File: src/hdl/rsif_pkg.sv
// shared types, constants and divider modes for the relative strength index filter
`default_nettype none

package rsif_pkg;

  // field widths
  localparam int unsigned PRICE_W      = 32;
  localparam int unsigned PERIOD_REG_W = 8;
  localparam int unsigned RSI_W        = 23;
  localparam int unsigned RSI_FRAC     = 16;
  localparam int unsigned EXTRA_FRAC   = 8;

  // averages are q24.24, saturating
  localparam int unsigned AVG_W = 48;
  localparam int unsigned DEN_W = AVG_W + 1;
  localparam int unsigned ADD_W = PRICE_W + 1 + EXTRA_FRAC;
  localparam logic [AVG_W-1:0] AVG_MAX = {AVG_W{1'b1}};

  // ratio stage: quotient bits above the fraction, enough to hold 100
  localparam int unsigned RSI_PRE = RSI_W - RSI_FRAC;
  localparam int unsigned RSI_SCALE = 100;
  localparam logic [RSI_W-1:0] RSI_FULL = RSI_W'(RSI_SCALE << RSI_FRAC);

  // period limits and reset value
  localparam int unsigned PERIOD_MAX_DEF = 255;
  localparam int unsigned PERIOD_MIN     = 2;
  localparam logic [PERIOD_REG_W-1:0] PERIOD_RST = PERIOD_REG_W'(14);

  // input and output beats
  typedef struct packed {
    logic signed [PRICE_W-1:0] price;
    logic                      series_start;
    logic                      last_sample;
  } sample_t;

  typedef struct packed {
    logic [RSI_W-1:0] rsi_value;
    logic             series_last;
  } result_t;

  // divider job kinds
  typedef enum logic [1:0] {
    DIV_WARM   = 2'd0,
    DIV_SMOOTH = 2'd1,
    DIV_RATIO  = 2'd2
  } div_mode_t;

  typedef struct packed {
    logic      start;
    div_mode_t mode;
  } div_req_t;

endpackage

`default_nettype wire

File: src/hdl/rsif_div.sv
// shared restoring divider, one quotient bit per cycle
`default_nettype none

module rsif_div
  import rsif_pkg::*;
#(
  parameter int unsigned NUM_W  = 57,
  parameter int unsigned STEP_W = 6
) (
  input  wire logic             clk,
  input  wire logic             rst,
  input  wire div_req_t         req,
  input  wire logic [DEN_W-1:0] rem_init,
  input  wire logic [NUM_W-1:0] num,
  input  wire logic [DEN_W-1:0] den,
  output logic      [NUM_W-1:0] quot,
  output logic                  done
);

  logic [DEN_W-1:0]  rem;
  logic [NUM_W-1:0]  acc;
  logic [DEN_W-1:0]  dsr;
  logic [STEP_W-1:0] cnt;
  logic [STEP_W-1:0] steps;
  logic              busy;
  logic [DEN_W:0]    rem_sh;
  logic [DEN_W:0]    trial;
  logic              qbit;
  logic [DEN_W-1:0]  rem_next;

  // step count per job kind
  always_comb begin
    unique case (req.mode)
      DIV_WARM:   steps = STEP_W'(AVG_W);
      DIV_SMOOTH: steps = STEP_W'(NUM_W);
      DIV_RATIO:  steps = STEP_W'(RSI_W);
      default:    steps = STEP_W'(NUM_W);
    endcase
  end

  // one trial subtract
  always_comb begin
    rem_sh   = {rem, acc[NUM_W-1]};
    trial    = rem_sh - {1'b0, dsr};
    qbit     = ~trial[DEN_W];
    rem_next = qbit ? trial[DEN_W-1:0] : rem_sh[DEN_W-1:0];
  end

  // step counter and done pulse
  always_ff @(posedge clk) begin
    if (rst) begin
      busy <= 1'b0;
      done <= 1'b0;
      cnt  <= '0;
    end else begin
      done <= 1'b0;
      if (req.start) begin
        busy <= 1'b1;
        cnt  <= steps;
      end else if (busy) begin
        cnt <= cnt - STEP_W'(1);
        if (cnt == STEP_W'(1)) begin
          busy <= 1'b0;
          done <= 1'b1;
        end
      end
    end
  end

  // remainder and quotient shift register
  always_ff @(posedge clk) begin
    if (req.start) begin
      rem <= rem_init;
      acc <= num;
      dsr <= den;
    end else if (busy) begin
      rem <= rem_next;
      acc <= {acc[NUM_W-2:0], qbit};
    end
  end

  assign quot = acc;

endmodule

`default_nettype wire

File: src/hdl/relative_strength_index_filter.sv
// Wilder relative strength index over a stream of q16.16 price samples
//
// Samples enter on sample_valid/sample_ready, results leave on
// result_valid/result_ready; both are valid/ready channels, one beat per item.
// The period register is written by period_we/period_wdata; the user must write
// it only while idle, and the block itself leaves this unchecked.
// sample_ready is high only while the sequencer is idle; each sample then
// takes its own run through one shared serial divider:
//   first sample or warmup sample with no result: difference step only
//   sample that ends warmup: gain and loss sums divided by the period
//   smoothing sample: old gain and loss times period-1, plus the new move,
//   divided by the period
//   both of these then run the ratio divide, which an rsi of 0 or 100 skips
// The divider produces one quotient bit per cycle.
// A result is held in an output register until taken; the next sample is
// accepted while it waits, and its own result stalls at the end of its run.
// Synchronous reset clears the sequencer, series state and result_valid and
// sets the period to 14.
`default_nettype none

module relative_strength_index_filter
  import rsif_pkg::*;
#(
  parameter int unsigned PERIOD_MAX = PERIOD_MAX_DEF
) (
  input  wire logic                    clk,
  input  wire logic                    rst,
  input  wire logic                    period_we,
  input  wire logic [PERIOD_REG_W-1:0] period_wdata,
  input  wire logic                    sample_valid,
  output logic                         sample_ready,
  input  wire sample_t                 sample,
  output logic                         result_valid,
  input  wire logic                    result_ready,
  output result_t                      result
);

  localparam int unsigned PW     = $clog2(PERIOD_MAX + 1);
  localparam int unsigned CW     = (PW > PERIOD_REG_W) ? PW : PERIOD_REG_W;
  localparam int unsigned MW     = (PW > RSI_PRE) ? PW : RSI_PRE;
  localparam int unsigned PRD_W  = AVG_W + MW;
  localparam int unsigned NUM_W  = PRD_W + 1;
  localparam int unsigned STEP_W = $clog2(NUM_W + 1);

  typedef enum logic [3:0] {
    ST_IDLE, ST_DIFF, ST_MUL, ST_DIVLD, ST_DIVRUN,
    ST_RSI, ST_RSILD, ST_RSIRUN, ST_OUT
  } state_t;

  state_t                   state;
  logic [PERIOD_REG_W-1:0]  rsi_period;
  logic signed [PRICE_W-1:0] prev_price;
  logic signed [PRICE_W-1:0] cur_price;
  logic                     cur_last;
  logic                     have_prev;
  logic                     smoothing;
  logic [PW-1:0]            warm_cnt;
  logic [AVG_W-1:0]         gain;
  logic [AVG_W-1:0]         loss;
  logic [ADD_W-1:0]         up_r;
  logic [ADD_W-1:0]         dn_r;
  logic                     side;
  logic [PRD_W-1:0]         prod;
  logic [RSI_W-1:0]         rsi;

  logic [CW-1:0]            per_ext;
  logic [PW-1:0]            p_eff;
  logic signed [PRICE_W:0]  diff;
  logic [PRICE_W:0]         mag;
  logic [ADD_W-1:0]         up;
  logic [ADD_W-1:0]         down;
  logic [AVG_W:0]           gsum;
  logic [AVG_W:0]           lsum;
  logic [AVG_W-1:0]         gsat;
  logic [AVG_W-1:0]         lsat;
  logic [PW:0]              cnt_inc;
  logic                     warm_done;
  logic [AVG_W-1:0]         mul_a;
  logic [MW-1:0]            mul_b;
  logic [PRD_W-1:0]         mul_p;
  div_req_t                 div_req;
  logic [DEN_W-1:0]         div_rem;
  logic [NUM_W-1:0]         div_num;
  logic [DEN_W-1:0]         div_den;
  logic [NUM_W-1:0]         div_quot;
  logic                     div_done;
  logic [AVG_W-1:0]         avg_new;
  logic                     out_free;
  logic                     finishing;
  logic                     clear_now;

  // effective period, clamped to the supported range
  always_comb begin
    per_ext = CW'(rsi_period);
    if (per_ext < CW'(PERIOD_MIN)) begin
      p_eff = PW'(PERIOD_MIN);
    end else if (per_ext > CW'(PERIOD_MAX)) begin
      p_eff = PW'(PERIOD_MAX);
    end else begin
      p_eff = PW'(per_ext);
    end
  end

  // price difference split into gain and loss, scaled to q24.24
  always_comb begin
    diff = {cur_price[PRICE_W-1], cur_price} - {prev_price[PRICE_W-1], prev_price};
    mag  = diff[PRICE_W] ? (~diff + (PRICE_W+1)'(1)) : diff;
    up   = '0;
    down = '0;
    if (diff[PRICE_W]) begin
      down = {mag, {EXTRA_FRAC{1'b0}}};
    end else if (diff != '0) begin
      up = {mag, {EXTRA_FRAC{1'b0}}};
    end
  end

  // saturating warmup sums
  always_comb begin
    gsum = {1'b0, gain} + (AVG_W+1)'(up);
    lsum = {1'b0, loss} + (AVG_W+1)'(down);
    gsat = gsum[AVG_W] ? AVG_MAX : gsum[AVG_W-1:0];
    lsat = lsum[AVG_W] ? AVG_MAX : lsum[AVG_W-1:0];
    cnt_inc   = {1'b0, warm_cnt} + (PW+1)'(1);
    warm_done = cnt_inc >= {1'b0, p_eff};
  end

  // multiplier: average times period-1, or gain times 100
  assign mul_a = ((state == ST_RSI) || !side) ? gain : loss;
  assign mul_b = (state == ST_RSI) ? MW'(RSI_SCALE) : MW'(p_eff - PW'(1));
  assign mul_p = mul_a * mul_b;

  // divider job setup
  always_comb begin
    div_req.start = (state == ST_DIVLD) || (state == ST_RSILD);
    div_rem = '0;
    div_den = DEN_W'(p_eff);
    if (state == ST_RSILD) begin
      div_req.mode = DIV_RATIO;
      div_rem = DEN_W'(prod[AVG_W+RSI_PRE-1:RSI_PRE]);
      div_num = {prod[RSI_PRE-1:0], {RSI_FRAC{1'b0}}, {(NUM_W-RSI_W){1'b0}}};
      div_den = {1'b0, gain} + {1'b0, loss};
    end else if (smoothing) begin
      div_req.mode = DIV_SMOOTH;
      div_num = NUM_W'(prod) + NUM_W'(side ? dn_r : up_r);
    end else begin
      div_req.mode = DIV_WARM;
      div_num = {(side ? loss : gain), {(NUM_W-AVG_W){1'b0}}};
    end
  end

  rsif_div #(
    .NUM_W  (NUM_W),
    .STEP_W (STEP_W)
  ) u_div (
    .clk      (clk),
    .rst      (rst),
    .req      (div_req),
    .rem_init (div_rem),
    .num      (div_num),
    .den      (div_den),
    .quot     (div_quot),
    .done     (div_done)
  );

  // new average from the quotient, saturated when smoothing
  always_comb begin
    if (smoothing) begin
      avg_new = (div_quot[NUM_W-1:AVG_W] != '0) ? AVG_MAX : div_quot[AVG_W-1:0];
    end else begin
      avg_new = div_quot[AVG_W-1:0];
    end
  end

  // end of a sample and series clearing
  assign out_free  = !result_valid || result_ready;
  assign finishing = ((state == ST_DIFF) && (!have_prev || (!smoothing && !warm_done)))
                     || ((state == ST_OUT) && out_free);
  assign clear_now = ((state == ST_IDLE) && sample_valid && sample.series_start)
                     || (finishing && cur_last);
  assign sample_ready = (state == ST_IDLE);

  // sequencer, series state and output register
  always_ff @(posedge clk) begin
    if (rst) begin
      state        <= ST_IDLE;
      rsi_period   <= PERIOD_RST;
      prev_price   <= '0;
      have_prev    <= 1'b0;
      smoothing    <= 1'b0;
      warm_cnt     <= '0;
      gain         <= '0;
      loss         <= '0;
      side         <= 1'b0;
      result_valid <= 1'b0;
    end else begin
      if (period_we) begin
        rsi_period <= period_wdata;
      end
      if (result_valid && result_ready) begin
        result_valid <= 1'b0;
      end

      unique case (state)
        ST_IDLE: begin
          if (sample_valid) begin
            cur_price <= sample.price;
            cur_last  <= sample.last_sample;
            state     <= ST_DIFF;
          end
        end
        ST_DIFF: begin
          if (have_prev && !smoothing) begin
            gain     <= gsat;
            loss     <= lsat;
            warm_cnt <= cnt_inc[PW-1:0];
            side     <= 1'b0;
            if (warm_done) begin
              state <= ST_DIVLD;
            end
          end else if (have_prev) begin
            up_r  <= up;
            dn_r  <= down;
            side  <= 1'b0;
            state <= ST_MUL;
          end
        end
        ST_MUL: begin
          prod  <= mul_p;
          state <= ST_DIVLD;
        end
        ST_DIVLD: begin
          state <= ST_DIVRUN;
        end
        ST_DIVRUN: begin
          if (div_done) begin
            if (!side) begin
              gain  <= avg_new;
              side  <= 1'b1;
              state <= smoothing ? ST_MUL : ST_DIVLD;
            end else begin
              loss      <= avg_new;
              smoothing <= 1'b1;
              state     <= ST_RSI;
            end
          end
        end
        ST_RSI: begin
          if (loss == '0) begin
            rsi   <= RSI_FULL;
            state <= ST_OUT;
          end else if (gain == '0) begin
            rsi   <= '0;
            state <= ST_OUT;
          end else begin
            prod  <= mul_p;
            state <= ST_RSILD;
          end
        end
        ST_RSILD: begin
          state <= ST_RSIRUN;
        end
        ST_RSIRUN: begin
          if (div_done) begin
            rsi   <= div_quot[RSI_W-1:0];
            state <= ST_OUT;
          end
        end
        ST_OUT: begin
          if (out_free) begin
            result_valid       <= 1'b1;
            result.rsi_value   <= rsi;
            result.series_last <= cur_last;
          end
        end
        default: begin
          state <= ST_IDLE;
        end
      endcase

      // sample done: remember its price
      if (finishing) begin
        prev_price <= cur_price;
        have_prev  <= 1'b1;
        state      <= ST_IDLE;
      end

      // series start or end wipes the series state
      if (clear_now) begin
        prev_price <= '0;
        have_prev  <= 1'b0;
        smoothing  <= 1'b0;
        warm_cnt   <= '0;
        gain       <= '0;
        loss       <= '0;
      end
    end
  end

endmodule

`default_nettype wire

File: config.mk
export PLATFORM = sky130hd
export DESIGN_NAME = relative_strength_index_filter
export DESIGN_NICKNAME = d
export VERILOG_FILES = /design/src/hdl/rsif_pkg.sv /design/src/hdl/rsif_div.sv /design/src/hdl/relative_strength_index_filter.sv
export SDC_FILE = /design/constraint.sdc
export NUM_CORES = 2
export LEC_CHECK = 0
export BUFFER_PORTS_ARGS = -buffer_cell sky130_fd_sc_hd__buf_4
export CAP_MARGIN = 20
export CELL_PAD_IN_SITES_DETAIL_PLACEMENT = 0
export CELL_PAD_IN_SITES_GLOBAL_PLACEMENT = 1
export CORE_MARGIN = 4
export CORE_UTILIZATION = 45
export DETAILED_ROUTE_END_ITERATION = 16
export GPL_TIMING_DRIVEN = 0
export PLACE_DENSITY_LB_ADDON = 0.1
export SLEW_MARGIN = 20
export SYNTH_ARGS = -nofsm -noshare
export SYNTH_HDL_FRONTEND = slang
export SYNTH_SLANG_ARGS = --single-unit
File: constraint.sdc
create_clock -name clk -period 8.2 [get_ports clk]
set_input_delay 1.64 -clock clk [delete_from_list [all_inputs] [get_ports clk]]
set_output_delay 1.64 -clock clk [all_outputs]
set_load 0.03 [all_outputs]
==> impl_metrics.tcl <==
set metrics [dict create \
    rr_endpoint "prod[54]" \
    dp_hpwl_um 153000 \
    hold_path.class "reg2reg" \
    maxSlewViolCount 0 \
    cts_root_buf "clkbuf_16" \
    drtIter0Drc 4285 \
    crit_path_start_kind "flip-flop" \
    required_ps 8590 \
    power_mw 12.7 \
    cp-end-kind "flip-flop" \
    dpl_cell_area_mm2 0.0496 \
    finalHoldViolations 0 \
    wire_per_inst_um 27.7 \
    die_h_um 331 \
    antenna_found_initial 14 \
    wirelength_met1_um 80000 \
    cts_made_buffers 66 \
    start_util_pct 45.3 \
    cpPeakStageDelay_ps 520 \
    nNetsFinal 6104 \
    vias 41600 \
    routed-wl-met2_um 82500 \
    regArea_mm2 0.0139 \
    synth_area_leaders "edfxtp_1 (23%), fa_1 (12%), ha_1 (8.4%)" \
    coreArea_mm2 0.103 \
    dieArea_mm2 0.110 \
    p_leak_nw 21.6 \
    clk_path_buf_depth 3 \
    drt-pass1-iter-count 7 \
    synthToLayoutAreaGrowth_pct 12.7 \
    fin_crit_ps 7960 \
    path_clk_slew_ps 70 \
    cp_max_fo 10 \
    rr_startpoint "state[3]" \
    synth_edf_count 357 \
    drtAntennaViolNets 0 \
    synth_area_mm2 0.0469 \
    numClockSinks 517 \
    grt_pass1_wl_um 277000 \
    gr-total-overflow 0 \
    tightestPinTransition_ps 1320 \
    h-tree-depth 3 \
    r2r_cells 27 \
    cts_tree "yes" \
    layout_commonest_cell "nor2_1" \
    cpMostUsedCell "fa_1" \
    holdCritStartpoint "rsi[0]" \
    finalWeightedCongestion 0.988 \
    worst_path_max_delay_cell "fa_1" \
    synth_top_area_share_pct 22.8 \
    crit_type "reg2reg" \
    hold_end "result[1]" \
    dr_wl_met3_um 19300 \
    ir_drop_mv 0.193 \
    tns_ps 0 \
    rows 118 \
    fin_cells 6902 \
    grt_usage_pct 34.7 \
    setup_viol 0 \
    synthArstFlopShare_pct 0 \
    status "complete, no violations" \
    fmax_mhz 126 \
    worstPathArrival_ps 8350 \
    fin_crit_sh_pct 97.1 \
    ys_warn_count 0 \
    final_area_mm2 0.0529 \
    holdPathStages 0 \
    fin_skew_ps 35.7 \
    worst_slew_margin_rel_pct 10.9 \
    die_x_um 331 \
    r2r_slack_ps 240 \
    synth.avg_cell_area_um2 8.91 \
    dp_cells 6746 \
    multi_input_area_mm2 0.0312 \
    grt_pass1_vias 40200 \
    cap_violations 0 \
    ys_seq_area_share_pct 29.7 \
    grt_max_degree 40 \
    vias_per_cell 6.03 \
    syn_inst 5265 \
    ys_ff_latch 517 \
    layout-drive-gt1-share_pct 9.02 \
    synth_area_leader_cell "edfxtp_1" \
    clk_latency_ps 660 \
    io_buffers 70 \
    power_density_mw_per_mm2 240 \
    ys_types 99 \
    io-pin-count 73 \
    synth_flop_cell "edfxtp_1" \
    drc_errors 0 \
    routed_wl_um 191000 \
    dr.max_layer_used "met5" \
    fillers 9964 \
    final_cell_mix "nor2_1 (631), inv_1 (466), a21oi_1 (377)" \
]
power by group:
group	total [mW]	switching [mW]	internal, mW
clock network	3.08	1.28	1.80
registers	3.67	0.564	3.11
logic	5.94	3.91	2.03
total	12.7	5.76	6.93
Yosys cell counts (41+ instances only):
library cell,instances
nor2_1,638
inv_1,466
a21oi_1,380
nand2_1,375
edfxtp_1,357
o21ai_0,324
ha_1,315
fa_1,282
clkbuf_1,214
xnor2_1,188
dfxtp_1,160
a21o_1,153
mux2i_1,149
xor2_1,109
nand3_1,101
nand2b_1,81
a31oi_1,67
nor3_1,64
or3_1,63
and2_1,57
nand4_1,48
and3_1,47
nor4_1,46
nor2b_1,45
mux2_2,41
critical path, delay by kind of cell, from the launching register on:
kind,cells,cell delay [ps]
flops,1,420
xor+xnor,1,80
compound gates,8,2200
simple gates,7,1400
buf+inv,5,820
fa+ha+maj,5,2400
mux,1,370
cell type report:
| type | count | share of cell area (%) |
|---|---|---|
| repair buffers | 132 | 2.05 |
| flip-flops and latches | 517 | 26.3 |
| plain buffers | 236 | 1.92 |
| diodes | 11 | 0.0520 |
| clock buffers | 88 | 3.45 |
| well taps | 1380 | 3.26 |
| clock inverters | 31 | 0.721 |
| inverters | 466 | 3.31 |
| multi-input cells | 4041 | 58.9 |
cell families after synthesis:
logic type / share of synthesized area (%)
buffers and inverters: 5.73
AO/OA/AOI/OAI: 18.0
AND/OR/NAND/NOR: 16.3
other: 0.00799
multiplexers: 4.16
XOR/XNOR: 5.65
flip-flops: 29.7
adder cells (fa/ha/maj): 20.5
sequential cells by signal (all words and copies together) (netlist names), 24 cells and up:
register	cells
gain	48
cur_price	32
u_div.rem	49
up_r	33
loss	48
dn_r	33
u_div.dsr	49
prev_price	32
result	24
prod	56
u_div.quot	57
worst max-delay path by stage:
stage | from | slack (ps) | endpoint | depth (start not counted)
2_1_floorplan | state[3] | 550 | prod[55] | 26
3_3_place_gp | state[3] | -2430 | prod[55] | 26
3_5_place_dp | state[3] | -2490 | prod[55] | 26
4_1_cts | cur_price[0] | 30 | gain[0] | 29
5_1_grt | per_ext[3] | -40 | prod[54] | 28
6_report | state[3] | 240 | prod[54] | 27
repair_timing:
item	in CTS	in global routing
hold buffers	0	0
setup buffers	13	19
resized for setup	121	75
pin swaps	5	17
cloned	1	0
endpoints found under the setup margin	136	114
metal layers:
metal	global-route usage (%)	up-vias
li1	-	19000
met1	47.0	20400
met2	52.6	1846
met3	8.86	399
met4	14.9	4
met5	0	-
per-stage QoR:
stage          setup slack [ps]  util (%)  hold WS (ps)
2_1_floorplan               547         -           400
3_3_place_gp              -2430      47.5           402
3_5_place_dp              -2490      48.0           405
4_1_cts                    28.8      50.7           405
5_1_grt                   -35.9      51.1           426
6_report                    236      51.1           409
No activity file was read; power rests on OpenSTA's default activity.
